[src/rtl/rvdec_pkg.sv]
// Decoder package: opcode, funct and operation codes and the result record.
// Holds the single-pass decode function used by the RV32 instruction decoder.
`timescale 1ns / 1ps

package rvdec_pkg;

    localparam int unsigned OpW  = 7;
    localparam int unsigned FmtW = 3;
    localparam int unsigned RegW = 5;
    localparam int unsigned XLen = 32;

    // Major opcodes
    localparam logic [6:0] OPC_LOAD     = 7'h03;
    localparam logic [6:0] OPC_STORE    = 7'h23;
    localparam logic [6:0] OPC_BRANCH   = 7'h63;
    localparam logic [6:0] OPC_OPIMM    = 7'h13;
    localparam logic [6:0] OPC_OP       = 7'h33;
    localparam logic [6:0] OPC_AMO      = 7'h2F;
    localparam logic [6:0] OPC_SYSTEM   = 7'h73;
    localparam logic [6:0] OPC_LUI      = 7'h37;
    localparam logic [6:0] OPC_AUIPC    = 7'h17;
    localparam logic [6:0] OPC_JAL      = 7'h6F;
    localparam logic [6:0] OPC_JALR     = 7'h67;
    localparam logic [6:0] OPC_MISC_MEM = 7'h0F;
    localparam logic [6:0] OPC_VLOAD    = 7'h07;
    localparam logic [6:0] OPC_VSTORE   = 7'h27;
    localparam logic [6:0] OPC_VECTOR   = 7'h57;

    // Formats
    localparam logic [FmtW-1:0] FMT_R = 3'd0;
    localparam logic [FmtW-1:0] FMT_I = 3'd1;
    localparam logic [FmtW-1:0] FMT_S = 3'd2;
    localparam logic [FmtW-1:0] FMT_B = 3'd3;
    localparam logic [FmtW-1:0] FMT_U = 3'd4;
    localparam logic [FmtW-1:0] FMT_J = 3'd5;

    // funct7 values
    localparam logic [6:0] F7_BASE = 7'b0000000;
    localparam logic [6:0] F7_ALT  = 7'b0100000;
    localparam logic [6:0] F7_MUL  = 7'b0000001;

    // funct3 values
    localparam logic [2:0] F3_0 = 3'd0;
    localparam logic [2:0] F3_1 = 3'd1;
    localparam logic [2:0] F3_2 = 3'd2;
    localparam logic [2:0] F3_3 = 3'd3;
    localparam logic [2:0] F3_4 = 3'd4;
    localparam logic [2:0] F3_5 = 3'd5;
    localparam logic [2:0] F3_6 = 3'd6;
    localparam logic [2:0] F3_7 = 3'd7;

    // Vector funct3 categories
    localparam logic [2:0] VF3_OPIVV = 3'd0;
    localparam logic [2:0] VF3_OPMVV = 3'd2;
    localparam logic [2:0] VF3_OPIVX = 3'd4;
    localparam logic [2:0] VF3_CFG   = 3'd7;
    localparam logic [2:0] VF3_EW32  = 3'd6;

    // AMO funct5
    localparam logic [4:0] AMO_LR   = 5'h02;
    localparam logic [4:0] AMO_SC   = 5'h03;
    localparam logic [4:0] AMO_SWAP = 5'h01;
    localparam logic [4:0] AMO_ADD  = 5'h00;
    localparam logic [4:0] AMO_XOR  = 5'h04;
    localparam logic [4:0] AMO_AND  = 5'h0C;
    localparam logic [4:0] AMO_OR   = 5'h08;
    localparam logic [4:0] AMO_MIN  = 5'h10;
    localparam logic [4:0] AMO_MAX  = 5'h14;
    localparam logic [4:0] AMO_MINU = 5'h18;
    localparam logic [4:0] AMO_MAXU = 5'h1C;

    // Vector funct6
    localparam logic [5:0] V6_ADD    = 6'h00;
    localparam logic [5:0] V6_SUB    = 6'h02;
    localparam logic [5:0] V6_AND    = 6'h09;
    localparam logic [5:0] V6_OR     = 6'h0A;
    localparam logic [5:0] V6_XOR    = 6'h0B;
    localparam logic [5:0] V6_MSEQ   = 6'h18;
    localparam logic [5:0] V6_MSLT   = 6'h1B;
    localparam logic [5:0] V6_MSLTU  = 6'h1A;
    localparam logic [5:0] V6_SLL    = 6'h25;
    localparam logic [5:0] V6_SRL    = 6'h28;
    localparam logic [5:0] V6_MV     = 6'h17;
    localparam logic [5:0] V6_REDSUM = 6'h00;
    localparam logic [5:0] V6_MAND   = 6'h19;
    localparam logic [5:0] V6_MOR    = 6'h1A;
    localparam logic [5:0] V6_MNOT   = 6'h1E;
    localparam logic [5:0] V6_WXUNARY = 6'h10;

    // System encodings
    localparam logic [31:0] ECALL_WORD   = 32'h00000073;
    localparam logic [31:0] EBREAK_WORD  = 32'h00100073;
    localparam logic [11:0] FUNCT12_MRET = 12'b001100000010;
    localparam logic [31:0] UPPER_MASK   = 32'hFFFFF000;

    // Operation numbers
    localparam logic [OpW-1:0] OP_LB = 7'd0, OP_LH = 7'd1, OP_LW = 7'd2;
    localparam logic [OpW-1:0] OP_LBU = 7'd3, OP_LHU = 7'd4;
    localparam logic [OpW-1:0] OP_SB = 7'd5, OP_SH = 7'd6, OP_SW = 7'd7;
    localparam logic [OpW-1:0] OP_BEQ = 7'd8, OP_BNE = 7'd9, OP_BLT = 7'd10;
    localparam logic [OpW-1:0] OP_BGE = 7'd11, OP_BLTU = 7'd12, OP_BGEU = 7'd13;
    localparam logic [OpW-1:0] OP_JAL = 7'd14, OP_JALR = 7'd15;
    localparam logic [OpW-1:0] OP_LUI = 7'd16, OP_AUIPC = 7'd17;
    localparam logic [OpW-1:0] OP_ADDI = 7'd18, OP_SLTI = 7'd19, OP_SLTIU = 7'd20;
    localparam logic [OpW-1:0] OP_XORI = 7'd21, OP_ORI = 7'd22, OP_ANDI = 7'd23;
    localparam logic [OpW-1:0] OP_SLLI = 7'd24, OP_SRLI = 7'd25, OP_SRAI = 7'd26;
    localparam logic [OpW-1:0] OP_ADD = 7'd27, OP_SUB = 7'd28, OP_SLL = 7'd29;
    localparam logic [OpW-1:0] OP_SLT = 7'd30, OP_SLTU = 7'd31, OP_XOR = 7'd32;
    localparam logic [OpW-1:0] OP_SRL = 7'd33, OP_SRA = 7'd34, OP_OR = 7'd35;
    localparam logic [OpW-1:0] OP_AND = 7'd36;
    localparam logic [OpW-1:0] OP_MUL = 7'd37, OP_MULH = 7'd38, OP_MULHSU = 7'd39;
    localparam logic [OpW-1:0] OP_MULHU = 7'd40, OP_DIV = 7'd41, OP_DIVU = 7'd42;
    localparam logic [OpW-1:0] OP_REM = 7'd43, OP_REMU = 7'd44;
    localparam logic [OpW-1:0] OP_LR_W = 7'd45, OP_SC_W = 7'd46;
    localparam logic [OpW-1:0] OP_AMOSWAP = 7'd47, OP_AMOADD = 7'd48;
    localparam logic [OpW-1:0] OP_AMOXOR = 7'd49, OP_AMOAND = 7'd50;
    localparam logic [OpW-1:0] OP_AMOOR = 7'd51, OP_AMOMIN = 7'd52;
    localparam logic [OpW-1:0] OP_AMOMAX = 7'd53, OP_AMOMINU = 7'd54;
    localparam logic [OpW-1:0] OP_AMOMAXU = 7'd55;
    localparam logic [OpW-1:0] OP_VSETVLI = 7'd56, OP_VSETIVLI = 7'd57;
    localparam logic [OpW-1:0] OP_VLE32 = 7'd58, OP_VSE32 = 7'd59;
    localparam logic [OpW-1:0] OP_VADD_VV = 7'd60, OP_VADD_VX = 7'd61;
    localparam logic [OpW-1:0] OP_VSUB_VV = 7'd62, OP_VSUB_VX = 7'd63;
    localparam logic [OpW-1:0] OP_VAND_VV = 7'd64, OP_VAND_VX = 7'd65;
    localparam logic [OpW-1:0] OP_VOR_VV = 7'd66, OP_VOR_VX = 7'd67;
    localparam logic [OpW-1:0] OP_VXOR_VV = 7'd68, OP_VXOR_VX = 7'd69;
    localparam logic [OpW-1:0] OP_VSLL_VX = 7'd70, OP_VSRL_VX = 7'd71;
    localparam logic [OpW-1:0] OP_VMSEQ_VV = 7'd72, OP_VMSEQ_VX = 7'd73;
    localparam logic [OpW-1:0] OP_VMSLT_VV = 7'd74, OP_VMSLTU_VV = 7'd75;
    localparam logic [OpW-1:0] OP_VMAND_MM = 7'd76, OP_VMOR_MM = 7'd77;
    localparam logic [OpW-1:0] OP_VMNOT_M = 7'd78, OP_VREDSUM_VS = 7'd79;
    localparam logic [OpW-1:0] OP_VMV_V_X = 7'd80, OP_VMV_X_S = 7'd81;
    localparam logic [OpW-1:0] OP_FENCE = 7'd82, OP_ECALL = 7'd83;
    localparam logic [OpW-1:0] OP_EBREAK = 7'd84;
    localparam logic [OpW-1:0] OP_CSRRW = 7'd85, OP_CSRRS = 7'd86, OP_CSRRC = 7'd87;
    localparam logic [OpW-1:0] OP_CSRRWI = 7'd88, OP_CSRRSI = 7'd89;
    localparam logic [OpW-1:0] OP_CSRRCI = 7'd90;
    localparam logic [OpW-1:0] OP_MRET = 7'd91;
    localparam logic [OpW-1:0] OP_INVALID = 7'd92;

    typedef struct packed {
        logic [OpW-1:0]  op;
        logic [FmtW-1:0] fmt;
        logic [RegW-1:0] rd;
        logic [RegW-1:0] rs1;
        logic [RegW-1:0] rs2;
        logic [XLen-1:0] imm;
    } dec_t;

    function automatic logic [OpW-1:0] dec_opimm(input logic [31:0] w);
        logic [2:0] f3;
        logic [6:0] f7;
        logic [OpW-1:0] op;
        f3 = w[14:12];
        f7 = w[31:25];
        unique case (f3)
            F3_0: op = OP_ADDI;
            F3_2: op = OP_SLTI;
            F3_3: op = OP_SLTIU;
            F3_4: op = OP_XORI;
            F3_6: op = OP_ORI;
            F3_7: op = OP_ANDI;
            F3_1: op = (f7 == F7_BASE) ? OP_SLLI : OP_INVALID;
            default:
            begin
                if (f7 == F7_BASE)
                    op = OP_SRLI;
                else if (f7 == F7_ALT)
                    op = OP_SRAI;
                else
                    op = OP_INVALID;
            end
        endcase
        return op;
    endfunction

    function automatic logic [OpW-1:0] dec_op(input logic [31:0] w);
        logic [2:0] f3;
        logic [6:0] f7;
        logic [OpW-1:0] op;
        f3 = w[14:12];
        f7 = w[31:25];
        op = OP_INVALID;
        if (f7 == F7_MUL)
        begin
            op = OP_MUL + OpW'(f3);
        end
        else if (f7 == F7_ALT)
        begin
            if (f3 == F3_0)
                op = OP_SUB;
            else if (f3 == F3_5)
                op = OP_SRA;
        end
        else if (f7 == F7_BASE)
        begin
            unique case (f3)
                F3_0: op = OP_ADD;
                F3_1: op = OP_SLL;
                F3_2: op = OP_SLT;
                F3_3: op = OP_SLTU;
                F3_4: op = OP_XOR;
                F3_5: op = OP_SRL;
                F3_6: op = OP_OR;
                default: op = OP_AND;
            endcase
        end
        return op;
    endfunction

    function automatic logic [OpW-1:0] dec_amo(input logic [31:0] w);
        logic [OpW-1:0] op;
        op = OP_INVALID;
        if (w[14:12] == F3_2)
        begin
            unique case (w[31:27])
                AMO_LR:   op = (w[24:20] == 5'd0) ? OP_LR_W : OP_INVALID;
                AMO_SC:   op = OP_SC_W;
                AMO_SWAP: op = OP_AMOSWAP;
                AMO_ADD:  op = OP_AMOADD;
                AMO_XOR:  op = OP_AMOXOR;
                AMO_AND:  op = OP_AMOAND;
                AMO_OR:   op = OP_AMOOR;
                AMO_MIN:  op = OP_AMOMIN;
                AMO_MAX:  op = OP_AMOMAX;
                AMO_MINU: op = OP_AMOMINU;
                AMO_MAXU: op = OP_AMOMAXU;
                default:  op = OP_INVALID;
            endcase
        end
        return op;
    endfunction

    function automatic logic [OpW-1:0] dec_vec(input logic [31:0] w);
        logic [6:0] opc;
        logic [2:0] f3;
        logic [5:0] f6;
        logic [OpW-1:0] op;
        opc = w[6:0];
        f3  = w[14:12];
        f6  = w[31:26];
        op  = OP_INVALID;
        priority if (opc == OPC_VLOAD)
        begin
            if (f3 == VF3_EW32 && w[24:20] == 5'd0)
                op = OP_VLE32;
        end
        else if (opc == OPC_VSTORE)
        begin
            if (f3 == VF3_EW32 && w[24:20] == 5'd0)
                op = OP_VSE32;
        end
        else if (f3 == VF3_CFG && !w[31])
        begin
            op = OP_VSETVLI;
        end
        else if (f3 == VF3_CFG && w[31:30] == 2'b11)
        begin
            op = OP_VSETIVLI;
        end
        else if (f3 == VF3_OPIVV)
        begin
            unique case (f6)
                V6_ADD:   op = OP_VADD_VV;
                V6_SUB:   op = OP_VSUB_VV;
                V6_AND:   op = OP_VAND_VV;
                V6_OR:    op = OP_VOR_VV;
                V6_XOR:   op = OP_VXOR_VV;
                V6_MSEQ:  op = OP_VMSEQ_VV;
                V6_MSLT:  op = OP_VMSLT_VV;
                V6_MSLTU: op = OP_VMSLTU_VV;
                default:  op = OP_INVALID;
            endcase
        end
        else if (f3 == VF3_OPIVX)
        begin
            unique case (f6)
                V6_ADD:  op = OP_VADD_VX;
                V6_SUB:  op = OP_VSUB_VX;
                V6_AND:  op = OP_VAND_VX;
                V6_OR:   op = OP_VOR_VX;
                V6_XOR:  op = OP_VXOR_VX;
                V6_SLL:  op = OP_VSLL_VX;
                V6_SRL:  op = OP_VSRL_VX;
                V6_MSEQ: op = OP_VMSEQ_VX;
                V6_MV:   op = (w[24:20] == 5'd0) ? OP_VMV_V_X : OP_INVALID;
                default: op = OP_INVALID;
            endcase
        end
        else if (f3 == VF3_OPMVV)
        begin
            unique case (f6)
                V6_REDSUM:  op = OP_VREDSUM_VS;
                V6_MAND:    op = OP_VMAND_MM;
                V6_MOR:     op = OP_VMOR_MM;
                V6_MNOT:    op = OP_VMNOT_M;
                V6_WXUNARY: op = (w[19:15] == 5'd0) ? OP_VMV_X_S : OP_INVALID;
                default:    op = OP_INVALID;
            endcase
        end
        return op;
    endfunction

    function automatic logic [OpW-1:0] dec_sys(input logic [31:0] w);
        logic [OpW-1:0] op;
        unique case (w[14:12])
            F3_0:
            begin
                if (w == ECALL_WORD)
                    op = OP_ECALL;
                else if (w == EBREAK_WORD)
                    op = OP_EBREAK;
                else if (w[31:20] == FUNCT12_MRET && w[11:7] == 5'd0 && w[19:15] == 5'd0)
                    op = OP_MRET;
                else
                    op = OP_INVALID;
            end
            F3_1:    op = OP_CSRRW;
            F3_2:    op = OP_CSRRS;
            F3_3:    op = OP_CSRRC;
            F3_5:    op = OP_CSRRWI;
            F3_6:    op = OP_CSRRSI;
            F3_7:    op = OP_CSRRCI;
            default: op = OP_INVALID;
        endcase
        return op;
    endfunction

    function automatic dec_t decode(input logic [31:0] w);
        logic [2:0]      f3;
        logic [XLen-1:0] imm_i;
        logic [XLen-1:0] imm_s;
        logic [XLen-1:0] imm_b;
        logic [XLen-1:0] imm_j;
        logic [XLen-1:0] shamt;
        dec_t            d;
        f3    = w[14:12];
        imm_i = {{20{w[31]}}, w[31:20]};
        imm_s = {{20{w[31]}}, w[31:25], w[11:7]};
        imm_b = {{19{w[31]}}, w[31], w[7], w[30:25], w[11:8], 1'b0};
        imm_j = {{11{w[31]}}, w[31], w[19:12], w[20], w[30:21], 1'b0};
        shamt = {27'd0, w[24:20]};
        d     = '0;
        d.op  = OP_INVALID;
        d.fmt = FMT_R;
        unique case (w[6:0])
            OPC_LOAD:
            begin
                d.fmt = FMT_I; d.rd = w[11:7]; d.rs1 = w[19:15]; d.imm = imm_i;
                unique case (f3)
                    F3_0:    d.op = OP_LB;
                    F3_1:    d.op = OP_LH;
                    F3_2:    d.op = OP_LW;
                    F3_4:    d.op = OP_LBU;
                    F3_5:    d.op = OP_LHU;
                    default: d.op = OP_INVALID;
                endcase
            end
            OPC_STORE:
            begin
                d.fmt = FMT_S; d.rs1 = w[19:15]; d.rs2 = w[24:20]; d.imm = imm_s;
                unique case (f3)
                    F3_0:    d.op = OP_SB;
                    F3_1:    d.op = OP_SH;
                    F3_2:    d.op = OP_SW;
                    default: d.op = OP_INVALID;
                endcase
            end
            OPC_BRANCH:
            begin
                d.fmt = FMT_B; d.rs1 = w[19:15]; d.rs2 = w[24:20]; d.imm = imm_b;
                unique case (f3)
                    F3_0:    d.op = OP_BEQ;
                    F3_1:    d.op = OP_BNE;
                    F3_4:    d.op = OP_BLT;
                    F3_5:    d.op = OP_BGE;
                    F3_6:    d.op = OP_BLTU;
                    F3_7:    d.op = OP_BGEU;
                    default: d.op = OP_INVALID;
                endcase
            end
            OPC_OPIMM:
            begin
                d.fmt = FMT_I; d.rd = w[11:7]; d.rs1 = w[19:15];
                d.op  = dec_opimm(w);
                if (f3 == F3_5 || (f3 == F3_1 && w[31:25] == F7_BASE))
                    d.imm = shamt;
                else
                    d.imm = imm_i;
            end
            OPC_OP:
            begin
                d.rd = w[11:7]; d.rs1 = w[19:15]; d.rs2 = w[24:20];
                d.op = dec_op(w);
            end
            OPC_AMO:
            begin
                d.rd = w[11:7]; d.rs1 = w[19:15]; d.rs2 = w[24:20];
                d.op = dec_amo(w);
            end
            OPC_SYSTEM:
            begin
                d.fmt = FMT_I; d.rd = w[11:7]; d.rs1 = w[19:15];
                d.op  = dec_sys(w);
                d.imm = (f3 == F3_0) ? imm_i : {20'd0, w[31:20]};
            end
            OPC_LUI, OPC_AUIPC:
            begin
                d.fmt = FMT_U; d.rd = w[11:7]; d.imm = w & UPPER_MASK;
                d.op  = (w[6:0] == OPC_LUI) ? OP_LUI : OP_AUIPC;
            end
            OPC_JAL:
            begin
                d.fmt = FMT_J; d.rd = w[11:7]; d.imm = imm_j; d.op = OP_JAL;
            end
            OPC_JALR:
            begin
                if (f3 == F3_0)
                begin
                    d.fmt = FMT_I; d.rd = w[11:7]; d.rs1 = w[19:15];
                    d.imm = imm_i; d.op = OP_JALR;
                end
            end
            OPC_MISC_MEM:
            begin
                d.fmt = FMT_I; d.rd = w[11:7]; d.rs1 = w[19:15];
                d.imm = imm_i; d.op = OP_FENCE;
            end
            OPC_VLOAD, OPC_VSTORE, OPC_VECTOR:
            begin
                d.rd = w[11:7]; d.rs1 = w[19:15]; d.rs2 = w[24:20];
                d.op = dec_vec(w);
                if (d.op == OP_VSETVLI)
                    d.imm = {21'd0, w[30:20]};
                else if (d.op == OP_VSETIVLI)
                    d.imm = {22'd0, w[29:20]};
            end
            default:
            begin
                d = '0;
                d.op = OP_INVALID;
            end
        endcase
        return d;
    endfunction

endpackage

[src/rtl/rv32_instruction_decoder.sv]
// RV32 instruction decoder top level; uses rvdec_pkg for codes and decode.
// Decode is one combinational pass from instr_reg/pc_reg into dec_reg/pc_out_reg.
// Throughput: one item per cycle, unless out_ready is low while a result is held.
// Reset: rst_n clears both valid flags asynchronously; payload regs are not reset.
`timescale 1ns / 1ps

module rv32_instruction_decoder
(
    input  logic                               clk,
    input  logic                               rst_n,
    input  logic                               in_valid,
    output logic                               in_ready,
    input  logic [31:0]                        instruction,
    input  logic [31:0]                        fetch_pc,
    output logic                               out_valid,
    input  logic                               out_ready,
    output logic [rvdec_pkg::OpW-1:0]          operation,
    output logic                               is_invalid,
    output logic [rvdec_pkg::FmtW-1:0]         format,
    output logic [rvdec_pkg::RegW-1:0]         dest_reg,
    output logic [rvdec_pkg::RegW-1:0]         src1_reg,
    output logic [rvdec_pkg::RegW-1:0]         src2_reg,
    output logic signed [rvdec_pkg::XLen-1:0]  immediate,
    output logic [31:0]                        pc_out
);

    logic                 in_vld_reg;
    logic                 in_vld_next;
    logic [31:0]          instr_reg;
    logic [31:0]          pc_reg;
    logic                 out_vld_reg;
    logic                 out_vld_next;
    rvdec_pkg::dec_t      dec_reg;
    rvdec_pkg::dec_t      dec_next;
    logic [31:0]          pc_out_reg;
    logic                 out_load;
    logic                 in_load;

    // advance the result stage when it is empty or being drained
    assign out_load = in_vld_reg && (!out_vld_reg || out_ready);
    assign in_ready = !in_vld_reg || !out_vld_reg || out_ready;
    assign in_load  = in_valid && in_ready;

    assign in_vld_next  = in_load || (in_vld_reg && !out_load);
    assign out_vld_next = out_load || (out_vld_reg && !out_ready);
    assign dec_next     = rvdec_pkg::decode(instr_reg);

    always_ff @(posedge clk or negedge rst_n)
    begin
        if (!rst_n)
        begin
            in_vld_reg  <= 1'b0;
            out_vld_reg <= 1'b0;
        end
        else
        begin
            in_vld_reg  <= in_vld_next;
            out_vld_reg <= out_vld_next;
        end
    end

    always_ff @(posedge clk)
    begin
        if (in_load)
        begin
            instr_reg <= instruction;
            pc_reg    <= fetch_pc;
        end
        if (out_load)
        begin
            dec_reg    <= dec_next;
            pc_out_reg <= pc_reg;
        end
    end

    assign out_valid  = out_vld_reg;
    assign operation  = dec_reg.op;
    assign is_invalid = (dec_reg.op == rvdec_pkg::OP_INVALID);
    assign format     = dec_reg.fmt;
    assign dest_reg   = dec_reg.rd;
    assign src1_reg   = dec_reg.rs1;
    assign src2_reg   = dec_reg.rs2;
    assign immediate  = $signed(dec_reg.imm);
    assign pc_out     = pc_out_reg;

endmodule
[config.mk]
export PLATFORM = sky130hd
export DESIGN_NAME = rv32_instruction_decoder
export DESIGN_NICKNAME = d
export VERILOG_FILES = /design/src/rtl/rvdec_pkg.sv /design/src/rtl/rv32_instruction_decoder.sv
export SDC_FILE = /design/constraint.sdc
export NUM_CORES = 1
export LEC_CHECK = 0
export BUFFER_PORTS_ARGS = -buffer_cell sky130_fd_sc_hd__buf_4
export CORE_MARGIN = 2
export CORE_UTILIZATION = 45
export CTS_CLUSTER_DIAMETER = 80
export DETAILED_ROUTE_END_ITERATION = 10
export PLACE_DENSITY = 0.67
export SLEW_MARGIN = 10
export SYNTH_ARGS = -nofsm -noshare
export SYNTH_HDL_FRONTEND = slang
export SYNTH_SLANG_ARGS = --single-unit
[constraint.sdc]
create_clock -name clk -period 7.4 [get_ports clk]
set_input_delay 1.48 -clock clk [delete_from_list [all_inputs] [get_ports clk]]
set_output_delay 1.48 -clock clk [all_outputs]
set_load 0.02 [all_outputs]
==> results.tsv, run 1 <==
metric	value	unit
CTS Root Cell	clkbuf_16	
fmax	288.3	MHz
commonest non-fill, non-tap cells in the layout	buf_4, edfxtp_1, nand2_1	
Reg clk slew, reported paths	70	ps
Max-Cap Viols	0	
filler instances	1415	
nets	865	
Synth-to-Final Area Change	24.36	%
ys async rst share	1.235	%
Starting Density	45.50	%
Crit Path Max Fanout	4	
post-synthesis cell type count	85	
number of synthesized flops with an enable pin	153	
CP Class	primary input to output port	
register area	4785	sq um
register area share after synthesis	61.66	%
Final Hold Viols	0	
Total GRT Usage	24.11	%
RSZ-0062 raised after global routing	no	
Detail Route Antenna Nets	0	
I/O pin count	160	
first-pass GRT wire length	33220	microns
initial antenna violation count	0	
crit path DAT	1990	ps
grt ovf	0	
TritonCTS buffer count	17	
Tcrit/Tclk final	46.87	%
power density over the cells	234.3	nW/um^2
Core ar.	17060	sq um
die width	135.3	microns
Setup Buffers After CTS	0	
ys flop type	edfxtp_1	
diode count	0	
clock sink count	162	
static leakage	3.786	nW
routability cong.	0.9539	
relative slew slack	29.37	%
share of cells above drive strength 1	27.34	%
CTS tree	built	
worst setup margin	3932	ps
routed vias	6085	
DP Worst Slack	3809	ps
syn nets	716	
CTS Buffer Depth	2	
Post-DP HPWL	15610	microns
wire length per cell	21.25	microns
final period demand of the worst path	3468	ps
status	completed	
H-Tree Level Count	4	
Critical Path Sink Type	output port	
vias in the first global route	5833	
yosys warns	0	
crit start category	primary input	
Post-CTS Resized	0	
HP Class	flop to flop	
CTS hold repair buffers	0	
Die Footprint	18310	sq um
clk_lat worst skew	430	ps
Starting DRT DRC Count	748	
Worst R2R Setup Slack	4000	ps
TNS Setup	0	ps
DRT Pass-1 Iters	6	
Max IR drop VDD	0.0001648	V
final setup fails	0	
most common cell after layout, fill and taps aside	buf_4	
Slew Limit Fails	0	
Syn Inst Count	639	
Multi-input gate area	2684	sq um
Die H	135.3	microns
clock skew	12.68	ps
DR vias/cell	5.931	
Slew @ Worst Pin	1059	ps
largest net degree at the start of global routing	78	
CP required	5920	ps
syn avg cell area	12.14	sq um
Site Rows	48	
DRC viols	0	
Post-Synthesis Cell Area	7760	sq um
# port buffers	159	
Routed WL	21810	microns
register bit total from synthesis	162	
==> routing by layer <==
metal  track usage (%)  up-vias  part of all wire, %
li1                  -     2768                    -
met3             4.340       51                  7.5
met5                 0        -                    0
met4             9.028        0                  2.6
met2             39.14      319                   48
met1             32.59     2947                   42
==> cell usage after synthesis (4+ instances only) <==
cell type / number / area [sq um]
a211oi_1: 8 / 60.06
a21o_1: 19 / 142.6
a21oi_1: 32 / 160.2
a22oi_1: 6 / 45.04
a31oi_1: 6 / 37.54
and2_1: 14 / 87.58
and4_1: 5 / 43.79
buf_2: 12 / 60.06
clkbuf_1: 10 / 37.54
clkbuf_8: 5 / 68.82
dfxtp_1: 7 / 140.1
edfxtp_1: 153 / 4594
ha_1: 9 / 112.6
inv_1: 22 / 82.58
nand2_1: 60 / 225.2
nand2b_1: 12 / 75.07
nand3_1: 19 / 95.09
nand3b_1: 5 / 37.54
nand4_1: 13 / 81.33
nand4b_1: 4 / 35.03
nor2_1: 40 / 150.1
nor2b_1: 7 / 43.79
nor3_1: 19 / 95.09
nor3b_1: 5 / 37.54
nor4_1: 4 / 25.02
nor4b_1: 4 / 35.03
o2111ai_1: 7 / 61.31
o211ai_1: 4 / 30.03
o21ai_0: 24 / 120.1
o21ai_1: 7 / 35.03
o31ai_1: 10 / 75.07
o31ai_2: 6 / 75.07
or3_1: 5 / 31.28
==> path summary, 6_finish.rpt <==
path | from | end | cells after the start
max | out_ready | in_ready | 3
min | pc_reg[10]$_DFFE_PP_ | pc_out[10]$_DFFE_PP_ | 0
max reg2reg | instr_reg[13]$_DFFE_PP_ | immediate[4]$_DFFE_PP_ | 8
min reg2reg | pc_reg[10]$_DFFE_PP_ | pc_out[10]$_DFFE_PP_ | 0
max in group asynchronous | rst_n | in_vld_reg$_DFF_PN0_ | 1
min in group asynchronous | rst_n | out_valid$_DFF_PN0_ | 1
==> area by class of cell <==
type | count | share of cell area [%]
inverter | 23 | 0.8946
sequential | 162 | 49.58
clock buffer | 17 | 4.408
clock inverter | 15 | 1.711
tap | 225 | 2.917
multi-input combinational | 421 | 27.81
timing repair buffer | 163 | 12.68
==> per-stage QoR <==
stage	hold slack [ps]	std cells	util, %	power (mW)	area [sq um]
2_1_floorplan	400.3	639	-	1.293	7760
3_3_place_gp	400.5	994	53.12	1.416	9060
3_5_place_dp	404.5	994	53.12	1.420	9060
4_1_cts	419.3	1026	56.58	2.271	9651
5_1_grt	424.9	1026	56.58	2.343	9651
6_report	420.0	1026	56.58	2.261	9651
==> logic make-up (layout without fill, tap and decap cells) <==
logic type      count (synthesis)  count (layout)  synth area share [%]
simple gates                  241             241                 17.09
buf+inv                        56             218                 3.789
mux                             3               3                0.3870
xor+xnor                        2               2                0.2258
compound gates                166             166                 15.40
flops                         162             162                 61.66
fa+ha+maj                       9               9                 1.451
==> power breakdown <==
group          total [mW]  internal [mW]  switching [mW]  leakage (nW)
logic               0.277          0.106           0.171          1.94
clock network       0.860          0.451           0.409         0.284
registers            1.12           1.08          0.0465          1.57
total                2.26           1.64           0.626          3.79
==> worst max-delay path: stages <==
cell and delay (ps):
buf_4 110, nand3b_1 200, buf_4 190
(Power assumes the default switching activity.)
==> run 2, diff against run 1 <==
--- a/config.mk
+++ b/config.mk
@@ -10,7 +10,7 @@
 export CORE_UTILIZATION = 45
 export CTS_CLUSTER_DIAMETER = 80
 export DETAILED_ROUTE_END_ITERATION = 10
-export PLACE_DENSITY = 0.67
+export PLACE_DENSITY = 0.69
 export SLEW_MARGIN = 10
 export SYNTH_ARGS = -nofsm -noshare
 export SYNTH_HDL_FRONTEND = slang
==> constraint.sdc (replaced) <==
create_clock -name clk -period 2.95 [get_ports clk]
set_input_delay 0.59 -clock clk [delete_from_list [all_inputs] [get_ports clk]]
set_output_delay 0.59 -clock clk [all_outputs]
set_load 0.02 [all_outputs]
==> run 2 against run 1 <==
  * Register-to-register slack lost 3800 ps
  * Combinational power grew to 2.9 times the previous value
  * Highest routed layer unchanged
  * Clock power grew 140%
  * First-iteration DRC count shrank 8.4%
  * Largest power group unchanged
  * Hold slack lost 83 ps
  * Setup slack lost 3800 ps
  * Power grew to 2.5 times the previous value
  * Sequential share of layout area shrank 1.9 points
  * Wire length grew 6.0%
==> results.tsv, run 2 (synthesized netlist as in run 1, its figures left out) <==
metric	value	unit	change
Die H	135.3	microns	unchanged
H-Tree Level Count	4		unchanged
grt ovf	0		unchanged
Finished Cell Area	10040	sq um	+4.1%
CP required	3090	ps	-2830 ps
CP peak stage delay	630	ps	+430 ps
DRC viols	0		unchanged
HP Class	primary input to flop		
Worst R2R Setup Slack	160	ps	-3840 ps
# port buffers	159		unchanged
largest net degree at the start of global routing	59		-24%
routed vias	6293		+3.4%
routability cong.	0.9889		+3.7%
RSZ-0062 raised after global routing	no		
worst setup margin	162.5	ps	-3769 ps
Detail Route Antenna Nets	0		unchanged
I/O pin count	160		unchanged
RR Endpoint	immediate[5]$_DFFE_PP_		
DRT Pass-1 Iters	5		-1
Reg clk slew, reported paths	70	ps	about the same
Total GRT Usage	25.73	%	+1.6 points
DR vias/cell	5.843		-1.5%
hold path cells	1		+1
CP Class	flop to flop		
status	completed		
Core ar.	17060	sq um	unchanged
Finished Layout Cells	1077		+5.0%
share of cells above drive strength 1	32.28	%	+4.9 points
TritonCTS buffer count	17		unchanged
Critical Path Sink Type	flop		
wire length per cell	21.46	microns	+0.98%
worst reg2reg startpoint	instr_reg[28]$_DFFE_PP_		
Site Rows	48		unchanged
Worst path slowest cell	edfxtp_1		
fmax	358.7	MHz	
DP Worst Slack	233.6	ps	-3575 ps
Slew Limit Fails	0		unchanged
placed cell count	1044		+5.0%
filler instances	1443		+2.0%
clock skew	9.691	ps	-2.986 ps
initial antenna violation count	0		unchanged
die width	135.3	microns	unchanged
most common cell after layout, fill and taps aside	buf_4		
Multi-input gate area	2716	sq um	+1.2%
Setup Buffers After CTS	0		unchanged
Routed WL	23110	microns	+6.0%
Tcrit/Tclk final	94.49	%	
Starting DRT DRC Count	685		-8.4%
Post-DP HPWL	17410	microns	+12%
FF-to-FF path depth	6		-2
crit-path cells	or3b_1 > a211o_1 > nand3b_1 > a31oi_1 > o211ai_2 > o21ai_1		
vias in the first global route	6125		+5.0%
Synth-to-Final Area Change	29.44	%	
Starting Density	45.50	%	unchanged
nets	916		+5.9%
final setup fails	0		unchanged
Max-Cap Viols	0		unchanged
relative slew slack	49.08	%	+20 points
register area	4785	sq um	unchanged
commonest non-fill, non-tap cells in the layout	buf_4, edfxtp_1, nand2_1		
Hold Startpoint	fetch_pc[4]		
CTS Buffer Depth	2		unchanged
static leakage	4.022	nW	+6.2%
clk_lat worst skew	420	ps	about the same
Hold EP	pc_reg[4]$_DFFE_PP_		
power density over the cells	563.3	nW/um^2	+140%
crit path DAT	2930	ps	+940 ps
first-pass GRT wire length	35360	microns	+6.4%
Max IR drop VDD	0.0004744	V	+190%
Final Hold Viols	0		unchanged
DP Area	9480	sq um	+4.6%
Slew @ Worst Pin	763.8	ps	-295.6 ps
CTS tree	built		
Die Footprint	18310	sq um	unchanged
CTS Root Cell	clkbuf_16		
clock sink count	162		unchanged
crit start category	flop		
diode count	0		unchanged
final period demand of the worst path	2787	ps	
Crit Path Max Fanout	14		+10
==> run 2: cell types whose count changed in the layout (fill, tap and decap cells not counted), sizes merged <==
cell / delta
clkbuf: +1
dlygate4sd3: +1
buf: +50
inv: -1
==> run 2: layer usage <==
layer	vias to the layer above	part of all wire, %	global-route usage [%]
li1	2870	-	-
met1	3048	41	34.24
met2	325	48	42.05
met3	50	7.2	5.088
met4	0	3.1	9.664
met5	-	0	0
==> run 2: power breakdown <==
group | switching, mW | leakage, nW | internal, mW
registers | 0.0907 | 1.57 | 2.70
clock network | 0.966 | 0.271 | 1.10
logic | 0.483 | 2.18 | 0.312
total | 1.54 | 4.02 | 4.12
==> run 2: worst max path at each step <==
stage                             from                     end  depth (start not counted)
2_1_floorplan                out_ready                    flop                          7
3_3_place_gp   instr_reg[12]$_DFFE_PP_  operation[0]$_DFFE_PP_                          9
3_5_place_dp   instr_reg[13]$_DFFE_PP_  immediate[2]$_DFFE_PP_                          8
4_1_cts        instr_reg[13]$_DFFE_PP_  immediate[2]$_DFFE_PP_                          8
5_1_grt        instr_reg[13]$_DFFE_PP_  operation[3]$_DFFE_PP_                          8
6_report       instr_reg[28]$_DFFE_PP_  immediate[5]$_DFFE_PP_                          6
==> run 2: layout make-up <==
class	instances	area share (%)
Multi-Input combinational cell	421	27.04
Timing Repair Buffer	214	16.14
Clock inverter	14	1.208
Tap cell	225	2.803
Inverter	23	0.8969
Sequential cell	162	47.63
Clock buffer	18	4.273
==> run 2: what timing repair did <==
item,in CTS,in global routing
hold endpoints to repair,2,0
endpoints found under the setup margin,0,6
hold buffers,1,0
resized for setup,0,2
==> run 2: through the flow <==
step	utilization, %	hold slack (ps)	setup TNS, ps	power, mW
floorplan	-	294.4	-421.2	3.244
global placement	55.58	372.0	0	3.613
detailed placement	55.58	374.4	0	3.629
CTS	58.87	327.1	0	5.681
global route	58.89	323.1	0	5.868
finish	58.89	336.6	0	5.658
==> run 2: worst max-delay path, delay by kind of cell (launching register included) <==
family	cells	cell delay, ps
AO/OA/AOI/OAI	4	1270
flip-flops	1	630
AND/OR/NAND/NOR	2	590
==> run 3, diff against run 2 <==
--- a/config.mk
+++ b/config.mk
@@ -5,12 +5,14 @@
 export SDC_FILE = /design/constraint.sdc
 export NUM_CORES = 1
 export LEC_CHECK = 0
+export ABC_AREA = 1
+export ABC_CLOCK_PERIOD_IN_PS = 2950
 export BUFFER_PORTS_ARGS = -buffer_cell sky130_fd_sc_hd__buf_4
 export CORE_MARGIN = 2
 export CORE_UTILIZATION = 45
 export CTS_CLUSTER_DIAMETER = 80
 export DETAILED_ROUTE_END_ITERATION = 10
-export PLACE_DENSITY = 0.69
+export PLACE_DENSITY = 0.7
 export SLEW_MARGIN = 10
 export SYNTH_ARGS = -nofsm -noshare
 export SYNTH_HDL_FRONTEND = slang
==> run 3 against run 2 <==
  * Clock power is essentially flat
  * Critical path depth grew 5
  * Power shrank 2.8%
  * Synthesized area shrank 5.1%
  * Wire length shrank 14%
  * Highest routed layer unchanged
  * Largest cell class unchanged
  * Sequential power is essentially flat
  * Final cell count grew 4.0%
==> results.tsv, run 3 <==
metric	value	unit	change
commonest non-fill, non-tap cells in the layout	buf_4, edfxtp_1, nand2_1		
die width	131.9	microns	-2.5%
Hold Slack	337.6	ps	+1.058 ps
grt ovf	0		unchanged
number of synthesized flops with an enable pin	153		unchanged
wire length per cell	17.66	microns	-18%
power density over the cells	576.7	nW/um^2	+2.4%
syn nets	782		+9.2%
CTS tree	built		
crit-path cells	inv_1 > ha_1 > inv_1 > nor2_4 > nand2_1 > inv_1 > nor3_1 > nand2_1 > nor2_1 > a21boi_2 > nor2_1		
Routed WL	19780	microns	-14%
crit path DAT	2860	ps	-70 ps
CTS hold repair buffers	1		unchanged
TNS Setup	0	ps	unchanged
diode count	0		unchanged
filler instances	1363		-5.5%
worst path bufs/invs	3		+3
initial antenna violation count	0		unchanged
multiplexer share of the synthesized area	0	%	-0.39 points
CTS Root Cell	clkbuf_16		
CP required	3110	ps	+20 ps
yosys warns	0		unchanged
DR vias/cell	5.206		-11%
CP Class	flop to flop		
Yosys top cell by area	edfxtp_1		
largest net degree at the start of global routing	65		+10%
DRC viols	0		unchanged
Synth Area in Compound Gates	7.611	%	-7.8 points
clock skew	7.320	ps	-2.371 ps
critical path's top delay family	simple AND/OR/NAND/NOR gates		
H-Tree Level Count	4		unchanged
top post-synthesis cells by area	edfxtp_1, nand2_1, nor2_1		
routability cong.	0.9981		+0.93%
syn avg cell area	10.45	sq um	-14%
crit start category	flop		
nets	970		+5.9%
clock sink count	162		unchanged
Site Rows	46		-4.2%
status	completed		
Crit Path Max Fanout	10		-4
GR met3 Demand/Resource	4.460	%	-0.63 points
ys flop type	edfxtp_1		
Core ar.	15940	sq um	-6.5%
Finished Cell Area	9532	sq um	-5.1%
Final Util	59.79	%	+0.90 points
Yosys top cell area share	62.39	%	+3.2 points
post-synthesis cell type count	44		-48%
clk_lat worst skew	420	ps	about the same
fmax	370.4	MHz	+3.2%
Synth Area in XOR/XNOR	0	%	-0.23 points
static leakage	4.227	nW	+5.1%
register bit total from synthesis	162		unchanged
Syn Inst Count	705		+10%
DP Area	8982	sq um	-5.3%
final period demand of the worst path	2700	ps	-87.40 ps
Slew Limit Fails	0		unchanged
Die H	131.9	microns	-2.5%
I/O pin count	160		unchanged
routed vias	5831		-7.3%
Post-CTS Resized	0		unchanged
Post-Synthesis Cell Area	7365	sq um	-5.1%
Post-Synth Simple-Gate Area	20.32	%	+3.2 points
TritonCTS buffer count	17		unchanged
Critical Path Sink Type	flop		
Max-Cap Viols	0		unchanged
Total GRT Usage	22.95	%	-2.8 points
Setup Buffers After CTS	0		unchanged
Final Hold Viols	0		unchanged
Worst path slowest cell	edfxtp_1		
Synth-to-Final Area Change	29.43	%	about the same
HP Class	primary input to flop		
Slew @ Worst Pin	838.7	ps	+74.89 ps
Synth Area in Adders	1.529	%	+0.078 points
register area share after synthesis	64.97	%	+3.3 points
first-pass GRT wire length	30430	microns	-14%
Crit path top cell by count	inv_1		
Tcrit/Tclk final	91.53	%	-3.0 points
most common cell after layout, fill and taps aside	buf_4		
RSZ-0062 raised after global routing	no		
Post-DP HPWL	14960	microns	-14%
Starting DRT DRC Count	644		-6.0%
DRT Pass-1 Iters	5		unchanged
# port buffers	159		unchanged
Detail Route Antenna Nets	0		unchanged
final setup fails	0		unchanged
share of cells above drive strength 1	26.11	%	-6.2 points
vias in the first global route	5429		-11%
GR peak layer	met2		
Die Footprint	17410	sq um	-4.9%
Reg clk slew, reported paths	60	ps	about the same
CTS Buffer Depth	2		unchanged
relative slew slack	44.09	%	-5.0 points
Max IR drop VDD	0.0004078	V	-14%
ys async rst share	1.235	%	unchanged
Starting Density	46.19	%	+0.70 points
grt met2 use	35.36	%	-6.7 points
met1 usage	32.26	%	-2.0 points
largest family of logic cells by synthesized area	simple AND/OR/NAND/NOR gates		
top-count cell post-synth	edfxtp_1		
CP peak stage delay	490	ps	-140 ps
Synth top cells by count	edfxtp_1, nand2_1, nor2_1, inv_1, nand3_1		
==> run 3: cell count changes after synthesis, moves of 8 or more <==
cell / delta
a21o_1: -19
a21oi_1: -10
and2_1: -14
clkbuf_1: -8
inv_1: +67
nand2_1: +74
nand2b_1: -12
nand3_1: +33
nor2_1: +61
o31ai_1: -9
==> run 3: path summary, 6_finish.rpt <==
kind | depth (start not counted) | end | slack [ps] | startpoint
hold / removal | 1 | pc_reg[10]$_DFFE_PP_ | 340 | fetch_pc[10]
hold reg to reg | 0 | pc_out[2]$_DFFE_PP_ | 410 | pc_reg[2]$_DFFE_PP_
setup reg to reg | 11 | immediate[8]$_DFFE_PP_ | 250 | instr_reg[13]$_DFFE_PP_
setup / recovery | 11 | immediate[8]$_DFFE_PP_ | 250 | instr_reg[13]$_DFFE_PP_
min in group asynchronous | 2 | out_valid$_DFF_PN0_ | 480 | rst_n
max in group asynchronous | 2 | in_vld_reg$_DFF_PN0_ | 2390 | rst_n
==> run 3: metal layers <==
metal,up-vias,part of all wire [%]
li1,2823,-
met4,0,2.6
met2,283,46
met3,36,7.2
met5,-,0
met1,2689,44
==> run 3: where the power goes <==
part	switching [mW]	internal [mW]
combinational	0.429	0.250
clock	0.885	1.16
sequential	0.0723	2.70
==> run 3: layout make-up <==
class | instances | area (sq um) | share of cell area, %
Tap cell | 216 | 270.3 | 2.835
Clock buffer | 19 | 432.9 | 4.542
Sequential cell | 162 | 4785 | 50.20
Multi-Input combinational cell | 437 | 2206 | 23.14
Inverter | 98 | 375.4 | 3.938
Clock inverter | 11 | 106.4 | 1.116
Timing Repair Buffer | 177 | 1356 | 14.23
==> run 3: logic make-up (layout without fill, tap and decap cells) <==
family | after synthesis | count (layout)
adder cells (fa/ha/maj) | 9 | 9
flip-flops | 162 | 162
AND/OR/NAND/NOR | 341 | 341
buffers and inverters | 106 | 305
AO/OA/AOI/OAI | 87 | 87
==> run 3: through the flow <==
stage	instances	power (mW)	setup WS, ps
global placement	1089	3.495	404.4
floorplan	705	3.175	13.37
detailed placement	1089	3.498	310.0
global route	1120	5.700	24.55
CTS	1120	5.530	295.3
finish	1120	5.497	249.9
